`config.mk`:
```
export PLATFORM = sky130hd
export DESIGN_NAME = slh_ctrl
export DESIGN_NICKNAME = d
export VERILOG_FILES = /design/src/slh_pkg.sv /design/src/slh_ctrl.sv
export SDC_FILE = /design/constraint.sdc
export NUM_CORES = 1
export LEC_CHECK = 0
export ABC_AREA = 1
export BUFFER_PORTS_ARGS = -buffer_cell sky130_fd_sc_hd__buf_4
export CELL_PAD_IN_SITES_DETAIL_PLACEMENT = 1
export CELL_PAD_IN_SITES_GLOBAL_PLACEMENT = 2
export CORE_MARGIN = 2
export CORE_UTILIZATION = 25
export DETAILED_ROUTE_END_ITERATION = 12
export GPL_ROUTABILITY_DRIVEN = 0
export GPL_TIMING_DRIVEN = 0
export PLACE_DENSITY_LB_ADDON = 0.1
export SYNTH_ARGS = -nofsm -noshare
export SYNTH_HDL_FRONTEND = slang
export SYNTH_SLANG_ARGS = --single-unit
```
`constraint.sdc`:
```
create_clock -name clock -period 3.5 [get_ports clock]
set_input_delay 0.175 -clock clock [delete_from_list [all_inputs] [get_ports clock]]
set_output_delay 0.175 -clock clock [all_outputs]
set_load 0.01 [all_outputs]
```
`src/slh_pkg.sv`:
```
// slh_pkg: shared constants, types and table builders for the sRGB luminance histogram
// depends on nothing; imported by every module of the block
`default_nettype none

package slh_pkg;

   // sizes
   localparam int BIN_COUNT        = 256;
   localparam int BIN_W            = $clog2(BIN_COUNT);
   localparam int COUNT_BITS       = 32;
   localparam int LINEAR_FRAC_BITS = 16;
   localparam int LIN_W            = LINEAR_FRAC_BITS + 1;
   localparam int LIN8_ENTRIES     = 256;
   localparam int LIN16_ENTRIES    = 4097;
   localparam int LIN16_AW         = $clog2(LIN16_ENTRIES);
   localparam int ACC_W            = 33;
   localparam int WQ               = 30;

   localparam logic [COUNT_BITS-1:0] COUNT_MAX = {COUNT_BITS{1'b1}};
   localparam logic [LIN_W-1:0]      ONE_LIN   = LIN_W'(1) << LINEAR_FRAC_BITS;
   localparam logic [ACC_W-1:0]      LUM_ROUND = ACC_W'(32768);

   // rec.709 weights over 65536
   localparam logic [15:0] W_RED   = 16'd13933;
   localparam logic [15:0] W_GREEN = 16'd46871;
   localparam logic [15:0] W_BLUE  = 16'd4732;

   // denominators of the three decode tables
   localparam logic [63:0] DEN_8  = 64'd255;
   localparam logic [63:0] DEN_16 = 64'd65535;
   localparam logic [63:0] DEN_T  = 64'd256;
   localparam logic [63:0] DL_8   = 64'd255 * 64'd1292;
   localparam logic [63:0] DL_16  = 64'd65535 * 64'd1292;
   localparam logic [63:0] DL_T   = 64'd256 * 64'd1292;
   localparam logic [63:0] DX_8   = 64'd1055 * 64'd255;
   localparam logic [63:0] DX_16  = 64'd1055 * 64'd65535;
   localparam logic [63:0] DX_T   = 64'd1055 * 64'd256;

   typedef enum logic [1:0] {
      TBL_LIN8,
      TBL_LIN16,
      TBL_THRESH
   } tbl_kind_type;

   typedef enum logic [0:0] {
      OP_ADD  = 1'b0,
      OP_READ = 1'b1
   } op_type;

   typedef enum logic [3:0] {
      ST_IDLE,
      ST_LO,
      ST_HI,
      ST_MIX,
      ST_ACC,
      ST_SEARCH,
      ST_FETCH,
      ST_UPDATE
   } state_type;

   // controller to datapath
   typedef struct packed {
      logic       load;
      logic [1:0] ch;
      logic       rom_hi;
      logic       cap_lo;
      logic       cap_v;
      logic       acc_en;
      logic       search_en;
      logic [2:0] search_bit;
      logic       fetch;
      logic       update;
      logic       rsp_load;
   } slh_cmd_type;

   // datapath to controller
   typedef struct packed {
      logic op;
      logic rsp_busy;
   } slh_stat_type;

   // true when r^5 <= a, both in q30
   function automatic logic pow5_at_most(input logic [63:0] r, input logic [63:0] a);
      logic [63:0] p2;
      logic [63:0] p4;
      logic [63:0] p5;
      p2 = (r * r) >> WQ;
      if (p2 > (64'd1 << 31)) return 1'b0;
      p4 = (p2 * p2) >> WQ;
      p5 = (p4 * r) >> WQ;
      return p5 <= a;
   endfunction

   // srgb code num/den decoded to linear light; evaluated at elaboration only
   function automatic logic [LIN_W-1:0] lin_decode(input logic [63:0] num,
                                                   input tbl_kind_type kind);
      logic [63:0] den;
      logic [63:0] a;
      logic [63:0] q;
      logic [63:0] x2;
      logic [63:0] r;
      logic [63:0] c;
      logic [63:0] lin;
      unique case (kind)
         TBL_LIN8:  den = DEN_8;
         TBL_LIN16: den = DEN_16;
         default:   den = DEN_T;
      endcase
      if (num * 64'd100000 <= 64'd4045 * den) begin
         a = (num * 64'd100) << LINEAR_FRAC_BITS;
         unique case (kind)
            TBL_LIN8:  q = (a + DL_8 / 2) / DL_8;
            TBL_LIN16: q = (a + DL_16 / 2) / DL_16;
            default:   q = (a + DL_T / 2) / DL_T;
         endcase
         return q[LIN_W-1:0];
      end
      a = (num * 64'd1000 + 64'd55 * den) << WQ;
      unique case (kind)
         TBL_LIN8:  q = (a + DX_8 / 2) / DX_8;
         TBL_LIN16: q = (a + DX_16 / 2) / DX_16;
         default:   q = (a + DX_T / 2) / DX_T;
      endcase
      x2 = (q * q) >> WQ;
      // fifth root of x^2 by bisection
      r = 64'd0;
      for (int b = 30; b >= 0; b--) begin
         c = r | (64'd1 << b);
         if (pow5_at_most(c, x2)) r = c;
      end
      lin = (x2 * r) >> WQ;
      lin = (lin + (64'd1 << (WQ - 1 - LINEAR_FRAC_BITS))) >> (WQ - LINEAR_FRAC_BITS);
      return lin[LIN_W-1:0];
   endfunction

endpackage

`default_nettype wire

```
`src/slh_ctrl.sv`:
```
// slh_ctrl: sequencer for one transaction at a time
// depends on slh_pkg
`default_nettype none

module slh_ctrl (
   input  wire logic                  clock,
   input  wire logic                  reset,
   input  wire logic                  req_valid,
   input  wire logic                  req_operation,
   output logic                       req_ready,
   input  wire slh_pkg::slh_stat_type stat,
   output slh_pkg::slh_cmd_type       cmd
);
   import slh_pkg::*;

   state_type  state_ff, state_in;
   logic [1:0] ch_ff, ch_in;
   logic [2:0] step_ff, step_in;

   always_ff @(posedge clock) begin
      if (reset) begin
         state_ff <= ST_IDLE;
         ch_ff    <= 2'd0;
         step_ff  <= 3'd0;
      end else begin
         state_ff <= state_in;
         ch_ff    <= ch_in;
         step_ff  <= step_in;
      end
   end

   // next state and commands
   always_comb begin
      state_in       = state_ff;
      ch_in          = ch_ff;
      step_in        = step_ff;
      req_ready      = 1'b0;
      cmd            = '0;
      cmd.ch         = ch_ff;
      cmd.search_bit = 3'd7 - step_ff;
      unique case (state_ff)
         ST_IDLE: begin
            req_ready = 1'b1;
            if (req_valid) begin
               cmd.load = 1'b1;
               ch_in    = 2'd0;
               step_in  = 3'd0;
               state_in = (req_operation == OP_READ) ? ST_FETCH : ST_LO;
            end
         end
         ST_LO: begin
            state_in = ST_HI;
         end
         ST_HI: begin
            cmd.rom_hi = 1'b1;
            cmd.cap_lo = 1'b1;
            state_in   = ST_MIX;
         end
         ST_MIX: begin
            cmd.cap_v = 1'b1;
            state_in  = ST_ACC;
         end
         ST_ACC: begin
            cmd.acc_en = 1'b1;
            if (ch_ff == 2'd2) begin
               state_in = ST_SEARCH;
            end else begin
               ch_in    = ch_ff + 2'd1;
               state_in = ST_LO;
            end
         end
         ST_SEARCH: begin
            cmd.search_en = 1'b1;
            step_in       = step_ff + 3'd1;
            if (step_ff == 3'd7) state_in = ST_FETCH;
         end
         ST_FETCH: begin
            cmd.fetch = 1'b1;
            state_in  = ST_UPDATE;
         end
         ST_UPDATE: begin
            if (stat.op != OP_READ) begin
               cmd.update = 1'b1;
               state_in   = ST_IDLE;
            end else if (!stat.rsp_busy) begin
               cmd.update   = 1'b1;
               cmd.rsp_load = 1'b1;
               state_in     = ST_IDLE;
            end
         end
         default: state_in = ST_IDLE;
      endcase
   end

endmodule

`default_nettype wire

```
[After elaboration in Yosys (flattened, before gate mapping)]
Cells that the tools add are included.
Storage, ports and cells
  flip-flop bits (word level): 9
  latch bits: 0
  bits in writable memories: 0
  memory bits (read-only): 0
  logic and storage cells: 49
  memories: 0
Operators by class
  add/sub/neg operators: 3
  multiply operators: 0
  div/mod/pow operators: 0
  $lt $le $gt $ge: 0
  eq/ne operators: 13
  shifts and indexed selects: 0
  muxes and demuxes: 24
  bitwise operators: 0
  reductions and logical operators: 6
Operators with widths (number)
  $pmux W4 S8: 1
  $eq A4 B3 Y1 const B: 4
  $mux W4: 4
  $mux W2: 5
  $mux W1: 9
  $mux W3: 3
  $eq A4 B2 Y1 const B: 2
  $ne A2 B2 Y1 const B: 3
  $pmux W3 S2: 1
  $reduce_and A3 Y1: 2
  $eq A4 B1 Y1 const B: 1
  $logic_not A4 Y1: 1
  $pmux W2 S2: 1
  $reduce_bool A2 Y1: 2
  $add A3 B1 Y3 const B: 1
  $eq A3 B3 Y1 const B: 1
  $ne A3 B3 Y1 const B: 1
  $sub A3 B3 Y3 const A: 1
  $add A2 B1 Y2 const B: 1
  $eq A2 B2 Y1 const B: 1
  $reduce_and A2 Y1: 1

[Depth between registers and ports, before layout]
Gate-level depths: netlist of run 1.
  word-level depth: 3
  depth in mapped cells: 8

[Worst setup path before layout of run 1]
OpenSTA, ideal clock, no wires.
  path type: register -> register
  start point: register step_ff[0]
  end point: register state_ff[1]
  library setup time: 0.112 ns
  arrival: 1.074 ns
  data required time: 3.388 ns
  setup slack: 2.314 ns
  stages on the path, launching flop included: 9
  buffers on the path: 0
  period minus slack after synthesis: 1.186 ns
  cells stage by stage: dfxtp_1 -> ha_1 -> ha_1 -> inv_1 -> nand4_1 -> nand3_2 -> nor2_2 -> nor2_1 -> nor2_1
Between the ends
  cells in the longest elaborated chain, start to end: 3
RTL lines
  start, declared: RTL line slh_ctrl.sv:18  | logic [2:0] step_ff, step_in;
  start signal, assigned: RTL line slh_ctrl.sv:28  | step_ff <= step_in;
  $eq A3 B3 Y1: RTL line slh_ctrl.sv:75  | if (step_ff == 3'd7) state_in = ST_FETCH;
  $ne A2 B2 Y1 (no line)
  $reduce_and A3 Y1 (no line)
  end signal, assigned: RTL line slh_ctrl.sv:26  | state_ff <= state_in;
  end, declared: RTL line slh_ctrl.sv:16  | state_type state_ff, state_in;
Every way passes these cells.
A chain may end at the register's enable or synchronous reset.

==> results.json, run 1 <==
{
  "yosys.area_share.adder_pct": 6.71,
  "via_count": 614,
  "clk_pin_slew_ns": 0.05,
  "async_flop_share_pct": 0,
  "skew_ns": 0.00295,
  "ys_seq_area_share_pct": 28.6,
  "min_to": "state_ff[2]",
  "antenna_left": 0,
  "hold_depth": 2,
  "dieHeight_um": 51.3,
  "timing.critical_path.required_ns": 3.32,
  "synth-edff-count": 0,
  "insertion_delay_ns": 0.25,
  "synth_seq_cells": 8,
  "wire_per_inst_um": 10.0,
  "syn_nets": 99,
  "fillerInstances": 301,
  "cts.path.max_buffers": 2,
  "yosysWarningCount": 0,
  "routed_wl_um": 1410,
  "relSlewSlack_pct": 83.4,
  "worstPathMaxFanout": 7,
  "synth_area_leaders": "dfxtp_1 (29%), nand2_1 (13%), inv_1 (11%), nor2_1 (9.4%), ha_1 (6.7%)",
  "synth_xor_area_share_pct": 0,
  "p_leak_nw": 0.425,
  "syn_area_um2": 559,
  "max_cap_viol_count": 0,
  "drt-initial-drc-count": 5,
  "fin_crit_ns": 1.46,
  "criticalPathCategory": "register to output port",
  "grt_max_degree": 10,
  "synthToLayoutAreaGrowth_pct": 37.1,
  "drc": 0,
  "maxSlewViolCount": 0,
  "arrival_ns": 1.29,
  "viasPerCell": 4.35,
  "avgSynthCellArea_um2": 6.21,
  "outcome": "finished clean",
  "tns_ns": 0,
  "stdcell_count": 141,
  "rsz0062_at_grt": "false",
  "hold_class": "primary input to register",
  "max_freq_mhz": 684,
  "synth_top_family_by_area": "simple AND/OR/NAND/NOR gates",
  "synth_compound_area_share_pct": 8.95,
  "synth_largest_area_cell": "dfxtp_1",
  "synth_top_area_share_pct": 28.6,
  "end_kind": "output port",
  "synth.distinct_cells": 19,
  "worstMarginPinSlew_ns": 0.249,
  "io_pins": 21,
  "grt_overflow_total": 0,
  "rows": 17,
  "hpwl_um": 1160,
  "min_from": "reset",
  "final_area_um2": 767,
  "antenna_cells": 0,
  "first_pass_iters": 4,
  "post-cts-setup-buffers": 0,
  "cts_hold_buf": 0,
  "grt_pass1_wl_um": 2290,
  "core_um2": 2170,
  "start_util_pct": 25.8,
  "drive_gt1_share_pct": 33.6,
  "synth_most_common_cell": "nand2_1",
  "dpl_cell_area_um2": 744,
  "r2r_cells": 8,
  "period_share_pct": 41.8,
  "power.density_nw_per_um2": 716,
  "synth_commonest_cells": "nand2_1 (20), inv_1 (16), nor2_1 (14), dfxtp_1 (8), a21oi_1 (5)",
  "die_area_um2": 2630,
  "muxShareOfSynthArea_pct": 0,
  "start_kind": "register",
  "place_inst": 138,
  "clock-sinks": 8,
  "grt_pass1_vias": 565,
  "cts_buffers": 3,
  "finalHoldViolCount": 0,
  "syn_inst": 90,
  "yosys.area_share.simple_pct": 40.9,
  "synth_top_flop_cell": "dfxtp_1",
  "port_buffers": 20,
  "post_cts_resized": 0,
  "htreeDepth": 1,
  "antenna_found_initial": 0,
  "reg2reg_to": "state_ff[1]",
  "rrSetupSlack_ns": 2.21,
  "tritoncts": "built",
  "fp.dieW_um": 51.3,
  "gr-usage-all-layers_pct": 11.7,
  "finalSetupViolCount": 0,
  "ir_drop_uv": 276,
  "clockRootBuffer": "clkbuf_4",
  "fin_nets": 124,
  "r2r_start": "step_ff[0]"
}
registers in the layout, indices dropped and copies added, names as in the netlist:
signal	flops
ch_ff	2
state_ff	3
step_ff	3
per-stage QoR:
step | utilization (%) | total power, mW | setup WS, ns | hold WS [ns]
floorplan | - | 0.366 | 2.31 | 0.244
global placement | 34.3 | 0.484 | 2.23 | 0.387
detailed placement | 34.3 | 0.488 | 2.21 | 0.396
CTS | 35.4 | 0.565 | 2.00 | 0.115
global route | 35.4 | 0.610 | 1.94 | 0.119
finish | 35.4 | 0.550 | 2.04 | 0.124
cell type report:
class                      instances  area, um^2  share of cell area [%]
clock buffer                       3        22.5                    2.94
timing repair buffer              20         150                    19.6
inverter                          20        75.1                    9.79
sequential                         8         160                    20.9
multi-input combinational         61         317                    41.3
buffer                             1        7.51                   0.979
tap                               28        35.0                    4.57
cells in the final DEF, fill, tap and decap left out:
cell type and n:
a21oi_1 5, a21oi_2 1, a31oi_1 1, buf_4 21, clkbuf_4 3, dfxtp_1 8, ha_1 3, inv_1 16
inv_2 4, nand2_1 20, nand2_2 3, nand3_1 3, nand3_2 1, nand4_1 2, nor2_1 14, nor2_2 3
nor2_4 1, nor3_1 1, nor3_2 1, o21ai_0 2
metal layers:
metal	global-route usage (%)	wire length (um)	part of all wire, %
met5	0	0	0
met4	5.26	9	0.64
met3	4.39	43	3.0
met2	19.9	718	51
met1	12.9	639	45
cell families (layout without fill, tap and decap cells):
group,Yosys count,after routing
AO/OA/AOI/OAI,9,9
adder cells (fa/ha/maj),3,3
buffers and inverters,21,44
flip-flops,8,8
AND/OR/NAND/NOR,49,49
how the worst max path moves through the flow:
stage | startpoint | end | slack (ns) | depth (start not counted)
6_report | state_ff[0] | cmd[0] | 2.04 | 5
5_1_grt | state_ff[0] | cmd[0] | 1.94 | 5
4_1_cts | state_ff[2] | cmd[0] | 2.00 | 5
3_5_place_dp | step_ff[0] | state_ff[1] | 2.21 | 8
3_3_place_gp | step_ff[0] | state_ff[1] | 2.23 | 8
2_1_floorplan | step_ff[0] | state_ff[1] | 2.31 | 8
critical path: stages, from the launching register on:
cell and delay, ns:
dfxtp_1 0.45, nand2_1 0.14, nor2_2 0.16, nand2_1 0.07, nor2_1 0.08, buf_4 0.12
report_power, final:
group,internal (mW),total (mW),leakage (nW),switching (mW)
clock,0.0392,0.0703,0.0138,0.0311
sequential,0.119,0.155,0.0655,0.0364
combinational,0.135,0.324,0.346,0.189
total,0.293,0.550,0.425,0.257
Power figures use the tool's default switching activity.
==> run 2: changes to the inputs <==
Settings changed: CORE_ASPECT_RATIO set to 2, CORE_UTILIZATION 25 to 21.
Clock period 3.5 ns to 1.3 ns, I/O delays scaled along.
==> run 2 against run 1 <==
Compared with the run above:
- die area is 18% higher
- highest routed layer unchanged
- first-iteration DRC count is 60% higher
- hold slack worse by 0.090 ns
- count of clock-buffer cells in the layout stayed put
- register-to-register slack worse by 2.1 ns
- utilization is 2.2 points lower
- critical path type is now register to register
- largest power group unchanged
==> results.json, run 2 (synthesis results as in run 1) <==
{
  "wire_per_inst_um": 11.1,
  "period_share_pct": 94.1,
  "finalHoldViolCount": 0,
  "maxSlewViolCount": 0,
  "insertion_delay_ns": 0.22,
  "min_to": "state_ff[2]",
  "first_pass_iters": 2,
  "fin_nets": 125,
  "gr-usage-all-layers_pct": 11.7,
  "max_cap_viol_count": 0,
  "via_count": 626,
  "core_um2": 2540,
  "max_freq_mhz": 818,
  "hold_class": "primary input to register",
  "power.density_nw_per_um2": 1990,
  "routed_wl_um": 1570,
  "rrSetupSlack_ns": 0.08,
  "stdcell_count": 142,
  "grt_overflow_total": 0,
  "synthToLayoutAreaGrowth_pct": 50.6,
  "rows": 26,
  "drc": 0,
  "arrival_ns": 1.34,
  "cts_hold_buf": 0,
  "antenna_cells": 0,
  "tns_ns": 0,
  "mostFrequentLayoutCells": "buf_4 (22), nand2_1 (19), inv_1 (15)",
  "clock-sinks": 8,
  "grt_max_degree": 10,
  "start_kind": "register",
  "reg2reg_to": "state_ff[1]",
  "largestRegisters": "state_ff x3, step_ff x3, ch_ff x2",
  "relSlewSlack_pct": 82.2,
  "dieHeight_um": 77.0,
  "fillerInstances": 334,
  "clk_pin_slew_ns": 0.04,
  "drive_gt1_share_pct": 43.0,
  "outcome": "finished clean",
  "criticalPathCategory": "register to register",
  "htreeDepth": 1,
  "antenna_left": 0,
  "power_mw": 1.67,
  "p_leak_nw": 0.435,
  "grt_pass1_vias": 612,
  "grt_pass1_wl_um": 2520,
  "clockRootBuffer": "clkbuf_8",
  "fp.dieW_um": 40.5,
  "drt-initial-drc-count": 8,
  "finish.utilization_pct": 33.2,
  "min_from": "reset",
  "fin_crit_ns": 1.22,
  "viasPerCell": 4.41,
  "ir_drop_uv": 894,
  "worstPathMaxFanout": 2,
  "rsz0062_at_grt": "true",
  "r2r_start": "step_ff[0]",
  "hold_depth": 2,
  "r2r_cells": 8,
  "worstMarginPinSlew_ns": 0.265,
  "cts.path.max_buffers": 2,
  "hpwl_um": 1330,
  "final_common_cell": "buf_4",
  "timing.hold.ws_ns": 0.0339,
  "cts_buffers": 3,
  "antenna_found_initial": 0,
  "io_pins": 21,
  "timing.critical_path.required_ns": 1.42,
  "finalSetupViolCount": 0,
  "skew_ns": 0.00165,
  "die_area_um2": 3120,
  "tritoncts": "built",
  "place_inst": 138,
  "end_kind": "register",
  "port_buffers": 20,
  "start_util_pct": 22.0
}
[run 2: changes by cell type in the layout (fill, tap and decap cells not counted), sizes merged]
cell / before / now
buf: 21 / 22
[run 2: repair_timing]
action	4_1_cts	5_1_grt
hold endpoints to repair	0	0
setup buffers	0	1
gates resized for setup	5	10
endpoints found under the setup margin	3	3
pin swaps	1	3
[run 2: worst max-delay path by stage]
| stage | from | endpoint | slack (ns) | cells past startpoint |
|---|---|---|---|---|
| finish | step_ff[0] | state_ff[1] | 0.08 | 8 |
| global route | step_ff[0] | state_ff[1] | -0.009 | 8 |
| CTS | step_ff[0] | state_ff[1] | 0.007 | 8 |
| detailed placement | step_ff[0] | state_ff[1] | -0.01 | 8 |
| global placement | step_ff[0] | state_ff[1] | 0.03 | 8 |
| floorplan | step_ff[0] | state_ff[1] | 0.11 | 8 |
[run 2: final cells by class]
cell class | instances | area, um^2 | area share, %
Tap cell | 28 | 35.0 | 4.16
Inverter | 20 | 75.1 | 8.92
Sequential cell | 8 | 169 | 20.1
Clock buffer | 3 | 41.3 | 4.90
Timing Repair Buffer | 21 | 158 | 18.7
Multi-Input combinational cell | 61 | 357 | 42.3
Buffer | 1 | 7.51 | 0.892
[run 2: routing by layer]
layer  up-vias  GRT usage, %  wire length [um]
met3         4          1.73                63
met5         -             0                 0
met4         0          7.00                29
met1       282          10.6               593
li1        324             -                 -
met2        16          21.3               888
[run 2: worst max-delay path, stage by stage (launching register included)]
cell	delay (ns)
dfxtp_2	0.33
ha_4	0.16
ha_4	0.15
inv_1	0.05
nand4_1	0.12
nand3_2	0.11
nor2_4	0.05
nor2_2	0.10
nor2_1	0.04
[run 2: metrics by stage]
stage | setup WS [ns] | cell area, um^2
finish | 0.0770 | 842
floorplan | 0.114 | 559
detailed placement | -0.0123 | 744
global route | -0.00856 | 842
CTS | 0.00692 | 793
global placement | 0.0271 | 744
[run 2: where the power goes]
part | switching, mW | internal, mW
combinational | 0.549 | 0.385
sequential | 0.109 | 0.336
clock | 0.0940 | 0.200
total | 0.752 | 0.921
==> run 3: changes to the inputs <==
--- a/config.mk
+++ b/config.mk
@@ -13,4 +13,5 @@
 export CORE_MARGIN = 2
 export CORE_UTILIZATION = 21
+export CTS_CLUSTER_SIZE = 10
 export DETAILED_ROUTE_END_ITERATION = 12
 export GPL_ROUTABILITY_DRIVEN = 0
==> constraint.sdc (replaced) <==
create_clock -name clock -period 1.3 [get_ports clock]
set_input_delay 0.065 -clock clock [delete_from_list [all_inputs] [get_ports clock]]
set_output_delay 0.065 -clock clock [all_outputs]
set_load 0.1 [all_outputs]
==> run 3 against run 2 <==
Compared with the run above:
- via count is 5.9% higher
- sequential cell count did not move
- routed wire length is 12% higher
- critical path depth is the same
- utilization up 7.3 points
- final cell count is 4.9% higher
- register-to-register slack worse by 0.04 ns
- count of clock-buffer cells in the layout increased by 1
- die area unchanged
- sequential share of layout area shrank 2.7 points
- global-route usage grew 1.3 points
- clock skew about the same
- largest cell class unchanged
==> results.json, run 3 (synthesis results as in run 1) <==
{
  "fin_crit_ns": 1.27,
  "cts_buffers": 3,
  "finalSetupViolCount": 0,
  "core_um2": 2540,
  "worstPathMaxFanout": 2,
  "antenna_found_initial": 0,
  "arrival_ns": 1.39,
  "final_common_cell": "buf_4",
  "cp_num_buf_inv": 1,
  "port_buffers": 20,
  "regArea_um2": 179,
  "htreeDepth": 1,
  "maxSlewViolCount": 0,
  "viasPerCell": 4.45,
  "drive_gt1_share_pct": 52.9,
  "grt_pass1_vias": 651,
  "antenna_cells": 0,
  "stdcell_count": 149,
  "end_kind": "register",
  "rrSetupSlack_ns": 0.03,
  "cp_slowest_cell": "dfxtp_2",
  "grt_max_degree": 10,
  "tritoncts": "built",
  "wire_per_inst_um": 11.9,
  "grt_pass1_wl_um": 2740,
  "io_pins": 21,
  "timing.critical_path.required_ns": 1.43,
  "start_util_pct": 22.0,
  "die_area_um2": 3120,
  "mostFrequentLayoutCells": "buf_4 (19), nand2_1 (17), inv_1 (15)",
  "min_from": "reset",
  "outcome": "finished clean",
  "hold_depth": 2,
  "r2r_start": "step_ff[0]",
  "finalHoldViolCount": 0,
  "largestRegisters": "state_ff x3, step_ff x3, ch_ff x2",
  "worstMarginPinSlew_ns": 0.305,
  "min_to": "state_ff[2]",
  "fillerInstances": 330,
  "drt-initial-drc-count": 8,
  "drc": 0,
  "via_count": 663,
  "hpwl_um": 1390,
  "clk_pin_slew_ns": 0.04,
  "clockRootBuffer": "clkbuf_8",
  "period_share_pct": 97.4,
  "fp.dieW_um": 40.5,
  "rsz0062_at_grt": "true",
  "place_inst": 138,
  "insertion_delay_ns": 0.23,
  "cts.path.max_buffers": 2,
  "grt_overflow_total": 0,
  "hold_class": "primary input to register",
  "criticalPathCategory": "register to register",
  "first_pass_iters": 4,
  "fin_nets": 131,
  "reg2reg_to": "state_ff[1]",
  "max_cap_viol_count": 0,
  "clock-sinks": 8,
  "start_kind": "register",
  "cts_hold_buf": 0,
  "dieHeight_um": 77.0,
  "antenna_left": 0,
  "synthToLayoutAreaGrowth_pct": 83.9,
  "r2r_cells": 8,
  "skew_ns": 0.00192,
  "multi_input_area_um2": 400,
  "critPathTopFamily": "simple AND/OR/NAND/NOR gates",
  "crit_chain": "ha_2, ha_4, inv_1, nand4_1, nand3_2, nor2_4, nor2_2, nor2_1",
  "slowest_delay_ns": 0.32,
  "routed_wl_um": 1770,
  "max_freq_mhz": 790,
  "gr-usage-all-layers_pct": 13.0,
  "rows": 26,
  "relSlewSlack_pct": 79.6
}
[run 3: cell types whose count changed in the layout (fill, tap and decap cells not counted), moves of 2 or more]
cell,change
nand2_1,-2
buf_12,+5
nor2_1,-3
nor2_4,+4
buf_6,+4
dfxtp_1,-2
dfxtp_4,+3
inv_2,-2
buf_4,-3
[run 3: final cells by class]
cell class,count,share of cell area [%]
Sequential cell,8,17.4
Buffer,1,1.95
Tap cell,28,3.41
Timing Repair Buffer,27,26.0
Clock buffer,4,4.38
Multi-Input combinational cell,61,38.9
Inverter,20,7.91
[run 3: metal layers]
metal,vias up,global-route usage [%],wire [um]
met2,16,23.2,1090
met3,2,2.89,77
met5,-,0,0
met4,0,8.00,31
met1,308,11.5,566
li1,337,-,-
[run 3: worst reg2reg max path: stages (launching register included)]
cell and delay [ns]:
dfxtp_2 0.32, ha_2 0.19, ha_4 0.15, inv_1 0.04, nand4_1 0.13, nand3_2 0.13, nor2_4 0.05, nor2_2 0.11
nor2_1 0.04
[run 3: timing repair]
action | CTS | global route
endpoints found under the setup margin | 7 | 10
resized for setup | 14 | 17
setup buffers | 2 | 5
pin swaps | 1 | 7
[run 3: through the flow]
stage	area (um^2)	hold slack [ns]	utilization, %	worst slack [ns]	TNS [ns]
floorplan	631	0.127	-	-0.156	-0.798
global placement	816	0.271	32.1	0.0250	0
detailed placement	816	0.274	32.1	0.000572	0
CTS	922	0.0291	36.3	-0.0184	-0.0328
global route	1030	0.0396	40.5	-0.0367	-0.0496
finish	1030	0.0316	40.5	0.0335	0
[run 3: how the worst max path moves through the flow]
| stage | startpoint | endpoint | slack [ns] | depth (start not counted) |
|---|---|---|---|---|
| CTS | state_ff[0] | cmd[10] | -0.02 | 5 |
| detailed placement | step_ff[0] | state_ff[1] | 0.0006 | 8 |
| finish | step_ff[0] | state_ff[1] | 0.03 | 8 |
| floorplan | state_ff[1] | ch_ff[0] | -0.16 | 6 |
| global route | step_ff[0] | state_ff[1] | -0.04 | 8 |
| global placement | step_ff[0] | state_ff[1] | 0.02 | 8 |
Power of run 3 is not shown: default switching activity piles up to over one toggle a cycle in this logic, so the estimate is an artifact.
